File: src/sv/sdoc_pkg.sv
package sdoc_pkg;

  localparam logic [1:0] REQ_UPLOAD   = 2'd0;
  localparam logic [1:0] REQ_DOWNLOAD = 2'd1;
  localparam logic [1:0] REQ_FRAME    = 2'd2;
  localparam logic [1:0] REQ_TICK     = 2'd3;

  localparam logic [1:0] PH_IDLE     = 2'd0;
  localparam logic [1:0] PH_UPLOAD   = 2'd1;
  localparam logic [1:0] PH_DOWNLOAD = 2'd2;

  localparam logic [1:0] KIND_FRAME  = 2'd0;
  localparam logic [1:0] KIND_DATA   = 2'd1;
  localparam logic [1:0] KIND_FINISH = 2'd2;

  localparam logic [1:0] ST_OK         = 2'd0;
  localparam logic [1:0] ST_ABORT      = 2'd1;
  localparam logic [1:0] ST_TIMEOUT    = 2'd2;
  localparam logic [1:0] ST_UNEXPECTED = 2'd3;

  localparam logic [2:0] CS_UP_SEG   = 3'd0;
  localparam logic [2:0] CS_DN_SEG   = 3'd1;
  localparam logic [2:0] CS_UP_INIT  = 3'd2;
  localparam logic [2:0] CS_DN_INIT  = 3'd3;
  localparam logic [2:0] CS_ABORT    = 3'd4;

  localparam logic [0:0] CFG_SERVER_NODE   = 1'd0;
  localparam logic [0:0] CFG_TIMEOUT_TICKS = 1'd1;

  localparam logic [31:0] CODE_TIMEOUT = 32'h0504_0000;
  localparam logic [31:0] CODE_GENERAL = 32'h0800_0000;
  localparam logic [10:0] RX_BASE      = 11'h580;
  localparam logic [10:0] TX_BASE      = 11'h600;
  localparam logic [6:0]  NODE_RESET    = 7'd1;
  localparam logic [15:0] TIMEOUT_RESET = 16'd200;

  localparam int QUEUE_DEPTH = 4;
  localparam int QPTR_W      = $clog2(QUEUE_DEPTH);

  typedef struct packed {
    logic [1:0]  req_type;
    logic [15:0] object_index;
    logic [7:0]  object_subindex;
    logic [31:0] write_data;
    logic [2:0]  data_size_kind;
    logic [10:0] frame_id;
    logic [3:0]  frame_len;
    logic [63:0] frame_bytes;
  } in_item_t;

  typedef struct packed {
    logic [1:0]  out_kind;
    logic [10:0] tx_id;
    logic [63:0] tx_payload;
    logic [55:0] data_value;
    logic [2:0]  data_count;
    logic [1:0]  finish_status;
    logic [31:0] server_abort_code;
    logic        last;
  } out_item_t;

  typedef struct packed {
    logic [0:0]  index;
    logic [15:0] wdata;
  } cfg_item_t;

  typedef struct packed {
    logic [1:0]  phase;
    logic [15:0] active_index;
    logic [7:0]  active_subindex;
    logic [15:0] idle_tick_count;
  } sdoc_state_t;

endpackage

File: src/sv/sdoc_chan_if.sv
interface sdoc_chan_if #(parameter type T = logic);
  logic valid;
  logic ready;
  T     data;

  modport source(output valid, output data, input ready);
  modport sink(input valid, input data, output ready);
endinterface

File: src/sv/sdoc_res_queue.sv
module sdoc_res_queue
  import sdoc_pkg::*;
(
  input  logic       clk,
  input  logic       rst,
  input  logic [1:0] push_count,
  input  out_item_t  push0,
  input  out_item_t  push1,
  output logic       room,
  sdoc_chan_if.source rsp
);

  out_item_t         mem [QUEUE_DEPTH];
  logic [QPTR_W-1:0] wptr;
  logic [QPTR_W-1:0] rptr;
  logic [QPTR_W:0]   count;
  logic              pop;

  assign pop       = rsp.valid && rsp.ready;
  assign rsp.valid = count != '0;
  assign rsp.data  = mem[rptr];
  // Room for the two results that one item can produce.
  assign room      = count <= (QPTR_W + 1)'(QUEUE_DEPTH - 2);

  always_ff @(posedge clk) begin
    if (push_count != 2'd0) begin
      mem[wptr] <= push0;
    end
    if (push_count == 2'd2) begin
      mem[wptr + QPTR_W'(1)] <= push1;
    end
  end

  always_ff @(posedge clk) begin
    if (rst) begin
      wptr  <= '0;
      rptr  <= '0;
      count <= '0;
    end else begin
      wptr  <= wptr + QPTR_W'(push_count);
      rptr  <= rptr + QPTR_W'(pop);
      count <= count + (QPTR_W + 1)'(push_count) - (QPTR_W + 1)'(pop);
    end
  end

endmodule

File: src/flat_wrapper.sv
// flat-port wrapper written by rule: the top's interface ports become plain ports
module sdoc_res_queue_flat import sdoc_pkg::*;
  (clk, rst, push_count, push0, push1, room, rsp_valid, rsp_data, rsp_ready);
  sdoc_chan_if rsp_i ();
  input  logic clk;
  input  logic rst;
  input  logic [1:0] push_count;
  input  out_item_t push0;
  input  out_item_t push1;
  output logic room;
  output wire logic [$bits(rsp_i.valid)-1:0] rsp_valid;
  output wire logic [$bits(rsp_i.data)-1:0] rsp_data;
  input wire logic [$bits(rsp_i.ready)-1:0] rsp_ready;
  assign rsp_valid = rsp_i.valid;
  assign rsp_data = rsp_i.data;
  assign rsp_i.ready = rsp_ready;
  sdoc_res_queue u_core (.clk(clk), .rst(rst), .push_count(push_count), .push0(push0), .push1(push1), .room(room), .rsp(rsp_i));
endmodule
File: config.mk
export PLATFORM = sky130hd
export DESIGN_NAME = sdoc_res_queue_flat
export DESIGN_NICKNAME = d
export VERILOG_FILES = /design/src/sv/sdoc_pkg.sv /design/src/sv/sdoc_chan_if.sv /design/src/sv/sdoc_res_queue.sv /design/src/flat_wrapper.sv
export SDC_FILE = /design/constraint.sdc
export NUM_CORES = 1
export LEC_CHECK = 0
export ABC_CLOCK_PERIOD_IN_PS = 1900
export BUFFER_PORTS_ARGS = -buffer_cell sky130_fd_sc_hd__buf_4
export CORE_AREA = 2 2 137 139
export CTS_BUF_LIST = sky130_fd_sc_hd__clkbuf_4
export DETAILED_ROUTE_END_ITERATION = 6
export DIE_AREA = 0 0 139 141
export PLACE_DENSITY = 0.42
export RECOVER_POWER = 25
export SETUP_SLACK_MARGIN = 0.4
export SYNTH_ARGS = -nofsm -noshare
export SYNTH_HDL_FRONTEND = slang
export SYNTH_SLANG_ARGS = --single-unit
export TNS_END_PERCENT = 5
File: constraint.sdc
create_clock -name clk -period 1.9 [get_ports clk]
set_clock_uncertainty 0.1 [all_clocks]
set_input_delay 0.285 -clock clk [delete_from_list [all_inputs] [get_ports clk]]
set_output_delay 0.285 -clock clk [all_outputs]
set_load 0.02 [all_outputs]
==> results_dict.tcl <==
set metrics [dict create \
    status "finished, final reports clean" \
    cts.clk_slew.worst_paths_ns 0.07 \
    crit_end "u_core.count[1]" \
    gp_congestion 0.656 \
    cts_tree "yes" \
    layout_setup_ws_ns 0.207 \
    finish.utilization_pct 6.17 \
    synth_nets 406 \
    maxCapViolations 0 \
    synth-main-ff-cell "dfxtp_1" \
    crit_chain "o31ai_4 > mux2i_1 > ha_2 > fa_2 > nor2b_1" \
    critPathTopFamily "adder cells" \
    ir_drop_uv 258 \
    yosysTopAreaCellShare_pct 20.2 \
    rows 50 \
    routed_wl_mm 1.48 \
    critical_path.max_stage_delay_ns 0.50 \
    synth_edf_count 4 \
    cp_num_buf_inv 0 \
    synth_async_sr_flop_share_pct 0 \
    yosys.area.top_type "dfxtp_1" \
    relSlewSlack_pct 80.1 \
    r2r_start "u_core.count[0]" \
    dpl.hpwl_mm 1.20 \
    hp-class "in -> reg" \
    worst_r2r_path_depth 5 \
    clock_path_buffers 2 \
    grt_pass1_vias 504 \
    timing_hold_violations_final 0 \
    drt_iter0_drc 6 \
    maxSlewViolCount 0 \
    nFillCells 2168 \
    yosysSeqAreaShare_pct 37.5 \
    crit_required_ns 2.00 \
    r2r_slack_ns 0.21 \
    initial_core_util_pct 3.79 \
    rsz0062_at_grt "yes" \
    grtUsageTotal_pct 1.57 \
    vias 465 \
    max_freq_mhz 591 \
    startpoint_type "flop" \
    fp.coreArea_um2 18300 \
    setup_violations 0 \
    drive_gt1_share_pct 43.7 \
    cts_sinks 11 \
    avgRoutedWirePerCell_um 4.85 \
    die_area_um2 19600 \
    antenna_found_initial 0 \
    ios 350 \
    critPathArrivalTime_ns 1.80 \
    drc_errors 0 \
    yosys-top-cells-count "7 x dfxtp_1, 6 x nor2_1, 6 x nor2b_1" \
    cp-startpoint "u_core.count[0]" \
    die_x_um 139 \
    vias_per_cell 1.52 \
    die_y_um 141 \
    grt_pass1_wl_mm 2.43 \
    synth_area_leaders "dfxtp_1 20%, edfxtp_1 17%, mux2_4 6.5%" \
    cp_num_cells 5 \
    synth_cell_type_count 25 \
    period_needed_ns 1.69 \
    area_growth_pct 62.6 \
    fin_crit_sh_pct 89.1 \
    synth-seq-cells 11 \
    path_class "reg -> reg" \
    drt_first_pass_iters 3 \
    synth_most_common_cell "dfxtp_1" \
    synth_area_um2 693 \
    finalSetupTns_ns 0 \
    ys_warn_count 0 \
    postSynthCellCount 55 \
    portBuffers 9 \
    cts-root-buf "clkbuf_4" \
    grt_max_degree 10 \
    slowest_stage "fa_2" \
    cts_made_buffers 3 \
    path_max_fanout 6 \
    h-tree-depth 1 \
    diodes 0 \
    clock_latency_ns 0.27 \
    pre_cts_ws_ns 0.155 \
    r2r_end "u_core.count[1]" \
    end_kind "flop" \
    p_per_area_nw_per_um2 852 \
    nets 423 \
    final_antenna_net_count 0 \
    p_leak_nw 0.367 \
    tightest_slew_ns 0.298 \
    avgSynthCellArea_um2 12.6 \
    grt_overflow 0 \
]
[metal layers]
layer  up-vias  part of all wire, %  track usage, %  routed length [um]
met2         8                   51            2.70                 761
met5         -                    0               0                   0
met3         2                  2.4           0.306                  36
met4         0                  1.0           0.638                  15
li1        231                    -               -                   -
met1       224                   45            1.94                 664
[area by class of cell]
class,instances,area [um^2],area share (%)
clock buffers,4,30.0,2.66
inverters,3,11.3,0.999
multi-input cells,39,414,36.7
flip-flops and latches,11,270,24.0
well taps,234,293,26.0
repair buffers,14,109,9.66
[sequential cells by signal, summed over array words and instances (netlist names)]
| register | flops |
|---|---|
| u_core.mem | 4 |
| u_core.count | 3 |
| u_core.wptr | 2 |
| u_core.rptr | 2 |
[how the worst min path moves through the flow]
stage | end | start | cells after the start
floorplan | u_core.count[2] | rst | 1
global placement | u_core.count[2] | rst | 2
detailed placement | u_core.count[2] | rst | 2
CTS | u_core.count[2] | rst | 2
global route | u_core.wptr[0] | rst | 2
finish | u_core.count[2] | rst | 2
[metrics by stage]
stage	hold WS [ns]	instances	cell area (um^2)	total power, mW
final	0.142	305	1130	0.960
after global routing	0.142	305	1130	1.04
after CTS	0.140	304	1120	0.973
after detailed placement	0.432	296	1050	0.741
after global placement	0.423	296	1050	0.733
after floorplan	0.250	55	699	0.618
[where the power goes]
part,switching [mW],total [mW],leakage [nW],internal (mW)
sequential,0.0691,0.375,0.0973,0.306
clock,0.0830,0.179,0.0184,0.0955
combinational,0.168,0.407,0.251,0.239
[cell families (layout without fill, tap and decap cells)]
family	after synthesis	count (layout)	synth area share, %
compound gates	5	5	8.30
xor+xnor	2	2	6.50
fa+ha+maj	4	4	8.30
buf+inv	5	21	3.43
flops	11	11	37.5
mux	9	9	17.5
simple gates	19	19	18.4
[repair_timing]
item	in CTS	in global routing
setup buffers	4	1
gates resized for setup	6	0
endpoints found under the setup margin	4	4
hold buffers	0	0
pin swaps	2	0
endpoints found under the hold margin	0	0
gates cloned	0	0
[cells in the final DEF (no fill, tap or decap), types with 3 or more instances in the layout]
master	instances
nor2_1	6
mux2_4	3
inv_1	3
dfxtp_1	3
nor2b_1	6
edfxtp_1	4
buf_4	13
clkbuf_4	4
mux2_1	3
Power figures use the tool's default switching activity.
