===== src/sv/sdoc_pkg.sv =====
package sdoc_pkg;

  localparam logic [1:0] REQ_UPLOAD   = 2'd0;
  localparam logic [1:0] REQ_DOWNLOAD = 2'd1;
  localparam logic [1:0] REQ_FRAME    = 2'd2;
  localparam logic [1:0] REQ_TICK     = 2'd3;

  localparam logic [1:0] PH_IDLE     = 2'd0;
  localparam logic [1:0] PH_UPLOAD   = 2'd1;
  localparam logic [1:0] PH_DOWNLOAD = 2'd2;

  localparam logic [1:0] KIND_FRAME  = 2'd0;
  localparam logic [1:0] KIND_DATA   = 2'd1;
  localparam logic [1:0] KIND_FINISH = 2'd2;

  localparam logic [1:0] ST_OK         = 2'd0;
  localparam logic [1:0] ST_ABORT      = 2'd1;
  localparam logic [1:0] ST_TIMEOUT    = 2'd2;
  localparam logic [1:0] ST_UNEXPECTED = 2'd3;

  localparam logic [2:0] CS_UP_SEG   = 3'd0;
  localparam logic [2:0] CS_DN_SEG   = 3'd1;
  localparam logic [2:0] CS_UP_INIT  = 3'd2;
  localparam logic [2:0] CS_DN_INIT  = 3'd3;
  localparam logic [2:0] CS_ABORT    = 3'd4;

  localparam logic [0:0] CFG_SERVER_NODE   = 1'd0;
  localparam logic [0:0] CFG_TIMEOUT_TICKS = 1'd1;

  localparam logic [31:0] CODE_TIMEOUT = 32'h0504_0000;
  localparam logic [31:0] CODE_GENERAL = 32'h0800_0000;
  localparam logic [10:0] RX_BASE      = 11'h580;
  localparam logic [10:0] TX_BASE      = 11'h600;
  localparam logic [6:0]  NODE_RESET    = 7'd1;
  localparam logic [15:0] TIMEOUT_RESET = 16'd200;

  localparam int QUEUE_DEPTH = 4;
  localparam int QPTR_W      = $clog2(QUEUE_DEPTH);

  typedef struct packed {
    logic [1:0]  req_type;
    logic [15:0] object_index;
    logic [7:0]  object_subindex;
    logic [31:0] write_data;
    logic [2:0]  data_size_kind;
    logic [10:0] frame_id;
    logic [3:0]  frame_len;
    logic [63:0] frame_bytes;
  } in_item_t;

  typedef struct packed {
    logic [1:0]  out_kind;
    logic [10:0] tx_id;
    logic [63:0] tx_payload;
    logic [55:0] data_value;
    logic [2:0]  data_count;
    logic [1:0]  finish_status;
    logic [31:0] server_abort_code;
    logic        last;
  } out_item_t;

  typedef struct packed {
    logic [0:0]  index;
    logic [15:0] wdata;
  } cfg_item_t;

  typedef struct packed {
    logic [1:0]  phase;
    logic [15:0] active_index;
    logic [7:0]  active_subindex;
    logic [15:0] idle_tick_count;
  } sdoc_state_t;

endpackage


===== src/sv/sdoc_engine.sv =====
module sdoc_engine
  import sdoc_pkg::*;
(
  input  in_item_t    item,
  input  sdoc_state_t st,
  input  logic [6:0]  server_node,
  input  logic [15:0] timeout_ticks,
  output sdoc_state_t st_next,
  output out_item_t   res0,
  output out_item_t   res1,
  output logic [1:0]  res_count
);

  logic        busy;
  logic [10:0] tx_id;
  logic [10:0] rx_id;
  logic [7:0]  b0;
  logic [2:0]  cs;
  logic        obj_ok;
  logic [31:0] d32;
  logic [15:0] tick_inc;
  logic [2:0]  exp_cnt;
  logic [31:0] exp_val;
  logic [2:0]  seg_cnt;
  logic [55:0] seg_val;
  logic [31:0] dn_data;
  logic [7:0]  dn_b0;
  logic [63:0] abort_base;

  function automatic out_item_t frame_res(logic [10:0] id, logic [63:0] pl);
    out_item_t r;
    r = '0;
    r.out_kind = KIND_FRAME;
    r.tx_id = id;
    r.tx_payload = pl;
    return r;
  endfunction

  function automatic out_item_t data_res(logic [55:0] v, logic [2:0] cnt);
    out_item_t r;
    r = '0;
    r.out_kind = KIND_DATA;
    r.data_value = v;
    r.data_count = cnt;
    return r;
  endfunction

  function automatic out_item_t fin_res(logic [1:0] status, logic [31:0] code);
    out_item_t r;
    r = '0;
    r.out_kind = KIND_FINISH;
    r.finish_status = status;
    r.server_abort_code = code;
    return r;
  endfunction

  assign busy   = st.phase inside {PH_UPLOAD, PH_DOWNLOAD};
  assign tx_id  = TX_BASE + {4'd0, server_node};
  assign rx_id  = RX_BASE + {4'd0, server_node};
  assign b0     = item.frame_bytes[7:0];
  assign cs     = b0[7:5];
  assign d32    = item.frame_bytes[63:32];
  assign obj_ok = item.frame_bytes[31:8] == {st.active_subindex, st.active_index};
  assign tick_inc = (st.idle_tick_count != 16'hFFFF) ? st.idle_tick_count + 16'd1
                                                     : st.idle_tick_count;
  assign abort_base = {32'd0, st.active_subindex, st.active_index, 8'h80};

  // Byte counts and masks for expedited and segmented upload data.
  assign exp_cnt = b0[0] ? (3'd4 - {1'b0, b0[3:2]}) : 3'd4;
  assign seg_cnt = 3'd7 - b0[3:1];

  always_comb begin
    for (int i = 0; i < 4; i++) begin
      exp_val[8*i +: 8] = (3'(i) < exp_cnt) ? d32[8*i +: 8] : 8'd0;
    end
    for (int i = 0; i < 7; i++) begin
      seg_val[8*i +: 8] = (3'(i) < seg_cnt) ? item.frame_bytes[8 + 8*i +: 8] : 8'd0;
    end
  end

  always_comb begin
    dn_b0 = 8'h22;
    dn_data = item.write_data;
    case (item.data_size_kind)
      3'd0: begin
        dn_b0 = 8'h23;
      end
      3'd1: begin
        dn_b0 = 8'h27;
        dn_data = {8'd0, item.write_data[23:0]};
      end
      3'd2: begin
        dn_b0 = 8'h2B;
        dn_data = {16'd0, item.write_data[15:0]};
      end
      3'd3: begin
        dn_b0 = 8'h2F;
        dn_data = {24'd0, item.write_data[7:0]};
      end
      default: begin
        dn_b0 = 8'h22;
      end
    endcase
  end

  always_comb begin
    st_next = st;
    res0 = '0;
    res1 = '0;
    res_count = 2'd0;
    case (item.req_type)
      REQ_UPLOAD, REQ_DOWNLOAD: begin
        if (!busy) begin
          st_next.active_index = item.object_index;
          st_next.active_subindex = item.object_subindex;
          st_next.idle_tick_count = 16'd0;
          res_count = 2'd1;
          if (item.req_type == REQ_UPLOAD) begin
            st_next.phase = PH_UPLOAD;
            res0 = frame_res(tx_id, {32'd0, item.object_subindex,
                                     item.object_index, 8'h40});
          end else begin
            st_next.phase = PH_DOWNLOAD;
            res0 = frame_res(tx_id, {dn_data, item.object_subindex,
                                     item.object_index, dn_b0});
          end
        end
      end
      REQ_FRAME: begin
        if (busy && (item.frame_id == rx_id) && (item.frame_len == 4'd8)) begin
          if ((cs == CS_ABORT) && obj_ok) begin
            res0 = fin_res(ST_ABORT, d32);
            res_count = 2'd1;
            st_next.phase = PH_IDLE;
          end else if (st.phase == PH_UPLOAD) begin
            if ((cs == CS_UP_INIT) && obj_ok) begin
              if (!b0[1] && b0[0]) begin
                res0 = frame_res(tx_id, 64'h60);
                res_count = 2'd1;
                st_next.idle_tick_count = 16'd0;
              end else if (b0[1]) begin
                res0 = data_res({24'd0, exp_val}, exp_cnt);
                res1 = fin_res(ST_OK, 32'd0);
                res_count = 2'd2;
                st_next.phase = PH_IDLE;
              end else begin
                res0 = fin_res(ST_OK, 32'd0);
                res_count = 2'd1;
                st_next.phase = PH_IDLE;
              end
            end else if (cs == CS_UP_SEG) begin
              res0 = data_res(seg_val, seg_cnt);
              res_count = 2'd2;
              if (!b0[0]) begin
                res1 = frame_res(tx_id, {56'd0, 3'b011, ~b0[4], 4'd0});
                st_next.idle_tick_count = 16'd0;
              end else begin
                res1 = fin_res(ST_OK, 32'd0);
                st_next.phase = PH_IDLE;
              end
            end
          end else begin
            if ((cs == CS_DN_INIT) && obj_ok) begin
              res0 = fin_res(ST_OK, 32'd0);
              res_count = 2'd1;
              st_next.phase = PH_IDLE;
            end else if (cs == CS_DN_SEG) begin
              res0 = frame_res(tx_id, abort_base | {CODE_GENERAL, 32'd0});
              res1 = fin_res(ST_UNEXPECTED, 32'd0);
              res_count = 2'd2;
              st_next.idle_tick_count = 16'd0;
              st_next.phase = PH_IDLE;
            end
          end
        end
      end
      default: begin
        if (busy) begin
          st_next.idle_tick_count = tick_inc;
          if (tick_inc >= timeout_ticks) begin
            res0 = frame_res(tx_id, abort_base | {CODE_TIMEOUT, 32'd0});
            res1 = fin_res(ST_TIMEOUT, 32'd0);
            res_count = 2'd2;
            st_next.idle_tick_count = 16'd0;
            st_next.phase = PH_IDLE;
          end
        end
      end
    endcase
    if (res_count == 2'd1) begin
      res0.last = 1'b1;
    end
    if (res_count == 2'd2) begin
      res1.last = 1'b1;
    end
  end

endmodule


===== config.mk =====
export PLATFORM = sky130hd
export DESIGN_NAME = sdoc_engine
export DESIGN_NICKNAME = d
export VERILOG_FILES = /design/src/sv/sdoc_pkg.sv /design/src/sv/sdoc_engine.sv
export SDC_FILE = /design/constraint.sdc
export NUM_CORES = 1
export LEC_CHECK = 0
export ABC_AREA = 1
export BUFFER_PORTS_ARGS = -buffer_cell sky130_fd_sc_hd__buf_2
export CORE_AREA = 5 5 227 229
export DETAILED_ROUTE_END_ITERATION = 8
export DIE_AREA = 0 0 232 234
export SYNTH_ARGS = -nofsm -noshare
export SYNTH_HDL_FRONTEND = slang
export SYNTH_SLANG_ARGS = --single-unit
export TNS_END_PERCENT = 20

===== constraint.sdc =====
create_clock -name vclk -period 6.3
set_input_delay 0.63 -clock vclk [all_inputs]
set_output_delay 0.63 -clock vclk [all_outputs]
set_load 0.005 [all_outputs]

==> impl_metrics.toml <==
[run_status]
status = "finished clean"

[route]
wl_mm = 43.0
vias = 9987
dr.pass1.iters = 5
drc = 0
avgViaCountPerCell = 4.10
antenna_left = 0
routedWlPerCell_um = 17.7
first_iter_violations = 879

[sta]
fin_setup_tns_ns = 0
hold_viol_final = 0
clock.fmax_ghz = 0.197
grt_setup_unrepaired = "no"
final-setup-viol-count = 0
worst_pin_slew_ns = 1.01
drv_slew = 0
slew_headroom_pct = 32.9
fin_crit_sh_pct = 80.5
whs_ns = 1.51
setup_slack_ns = 1.23
fin_crit_ns = 5.07

[final_layout]
finalNetCount = 1986
design.seq.count = 0
seqCellArea_um2 = 0
final_cell_mix = "buf_2 (432), nand2_1 (376), nor2_1 (167), inv_1 (159), conb_1 (159)"
clkbuf_count = 0
final_common_cell = "buf_2"
n_fill_cell = 5896
area_delta_synth_final_pct = 31.0
layout-drive-gt1-share_pct = 27.4

[placed_design]
gp_routability_congestion = 0.943
dp_slack_ns = 1.21
portBuffers = 432
dp_hpwl_mm = 36.1

[run]
drv_cap = 0

[worst_hold_path]
hp-start = "item[4]"
whs_endpoint = "res1[98]"
hp-class = "in -> out"
hold_path_depth = 3

[yosys]
synth_warnings = 0
yosysTopAreaCell = "nand2_1"
netlist_area_um2 = 6950
syn_inst = 1387
ys_types = 38
netlist.area_leader.share_pct = 20.3
ys_top_cells_by_area = "nand2_1 (20%), buf_4 (18%), nor2_1 (9.1%)"
syn_avg_cell_area_um2 = 5.01
ys_seq_area_share_pct = 0

[setup_path]
required_ns = 5.67
end_kind = "primary output"
critPathKind = "in -> out"
cp.arrival_ns = 4.44
cp_max_fo = 26
startpoint_type = "primary input"

[global_routing]
grt_max_degree = 55
track_usage_pct = 14.1
grt_pass1_wl_mm = 58.2
grt_pass1_vias = 8633
grt_overflow = 0
antenna_found_initial = 14

[power]
p_leak_uw = 0.00552
vdd_drop_max_mv = 0.0183
power_density_nw_per_um2 = 56.4

[floorplan]
row_count = 82
pin_count = 591
die_h_um = 234
start_util_pct = 14.1
chipWidth_um = 232
core_area_um2 = 49500
die_area_um2 = 54300

[clock_tree]
holdBufCountCts = 0
post_cts_buffers = 0
post_cts_resized = 0
==> layer usage <==
layer	track usage, %	share of wire, %	vias up
met2	23.2	45	540
met1	18.6	42	4519
met5	0	0.30	-
met4	2.64	2.3	18
li1	-	-	4854
met3	3.94	10	56
==> critical path, stage by stage <==
cell	delay (ns)
buf_2	0.13
ha_1	0.26
nand3_1	0.15
nor3_1	0.42
nand4_1	0.19
nor2_1	0.20
a21oi_1	0.12
ha_1	0.30
a21oi_1	0.06
o21ai_0	0.15
nand2_1	0.07
o211ai_1	0.08
nand2_1	0.07
nand3_1	0.15
nand3_1	0.42
nand2_2	0.66
nand2_1	0.09
o21ai_0	0.10
buf_2	0.14
==> synth_stat cells <==
| master | instances |
|---|---|
| ha_1 | 23 |
| nor3_2 | 4 |
| nand2_2 | 4 |
| o211ai_1 | 2 |
| nor2_8 | 1 |
| nand3_4 | 2 |
| nor2_4 | 2 |
| clkbuf_1 | 41 |
| inv_2 | 10 |
| nor2_2 | 9 |
| buf_4 | 169 |
| nor4_1 | 3 |
| nand3_1 | 97 |
| conb_1 | 1 |
| nand4_1 | 47 |
| o21ai_0 | 95 |
| a32oi_1 | 13 |
| or2_2 | 2 |
| clkinv_1 | 3 |
| nand3b_1 | 2 |
| nor3b_1 | 1 |
| a21oi_1 | 43 |
| nor3_1 | 39 |
| buf_6 | 2 |
| o21ai_1 | 3 |
| nor3_4 | 1 |
| clkbuf_2 | 1 |
| xnor2_1 | 11 |
| o22ai_1 | 13 |
| buf_1 | 4 |
| nor2_1 | 168 |
| a31oi_1 | 3 |
| a211oi_1 | 1 |
| inv_1 | 159 |
| nand2_4 | 1 |
| buf_2 | 15 |
| nand2_1 | 376 |
| xor2_1 | 16 |
==> area by class of cell <==
| type | count | area, um2 | area share (%) |
|---|---|---|---|
| Timing Repair Buffer | 443 | 2240 | 24.6 |
| Inverter | 172 | 646 | 7.09 |
| Antenna cell | 5 | 12.5 | 0.137 |
| Tap cell | 672 | 841 | 9.23 |
| Multi-Input combinational cell | 1141 | 5370 | 58.9 |
==> per-stage QoR <==
step / instance area (um2) / utilization (%) / power [uW] / std cells
3_5_place_dp: 9100 / 18.4 / 506 / 2428
2_1_floorplan: 7550 / - / 338 / 1545
4_1_cts: 9100 / 18.4 / 509 / 2428
6_report: 9110 / 18.4 / 514 / 2433
3_3_place_gp: 9100 / 18.4 / 507 / 2428
5_1_grt: 9100 / 18.4 / 576 / 2430
==> kinds of logic (layout without fill, tap and decap cells) <==
family | Yosys count | count (layout) | share of synthesized area, %
compound gates | 173 | 173 | 13.6
xor+xnor | 27 | 27 | 3.40
buf+inv | 404 | 615 | 31.4
simple gates | 759 | 759 | 47.4
other cells | 1 | 164 | 0.0539
fa+ha+maj | 23 | 23 | 4.14
==> report_power, final <==
group / leakage [uW] / total (uW) / internal (uW) / switching (uW)
clock network: 0.0000000363 / 0.0000278 / 0.0000278 / 0
logic: 0.00552 / 514 / 173 / 341
registers: 0 / 0 / 0 / 0
total: 0.00552 / 514 / 173 / 341
==> how the worst max path moves through the flow <==
stage	from	endpoint	slack, ns	depth (start not counted)
floorplan	st[0]	res0[102]	2.56	18
CTS	st[0]	res0[124]	1.20	19
finish	st[1]	res0[124]	1.23	19
global placement	st[0]	res0[118]	1.33	19
detailed placement	st[0]	res0[124]	1.21	19
global route	st[0]	res0[115]	0.77	19
Power figures use the tool's default switching activity.
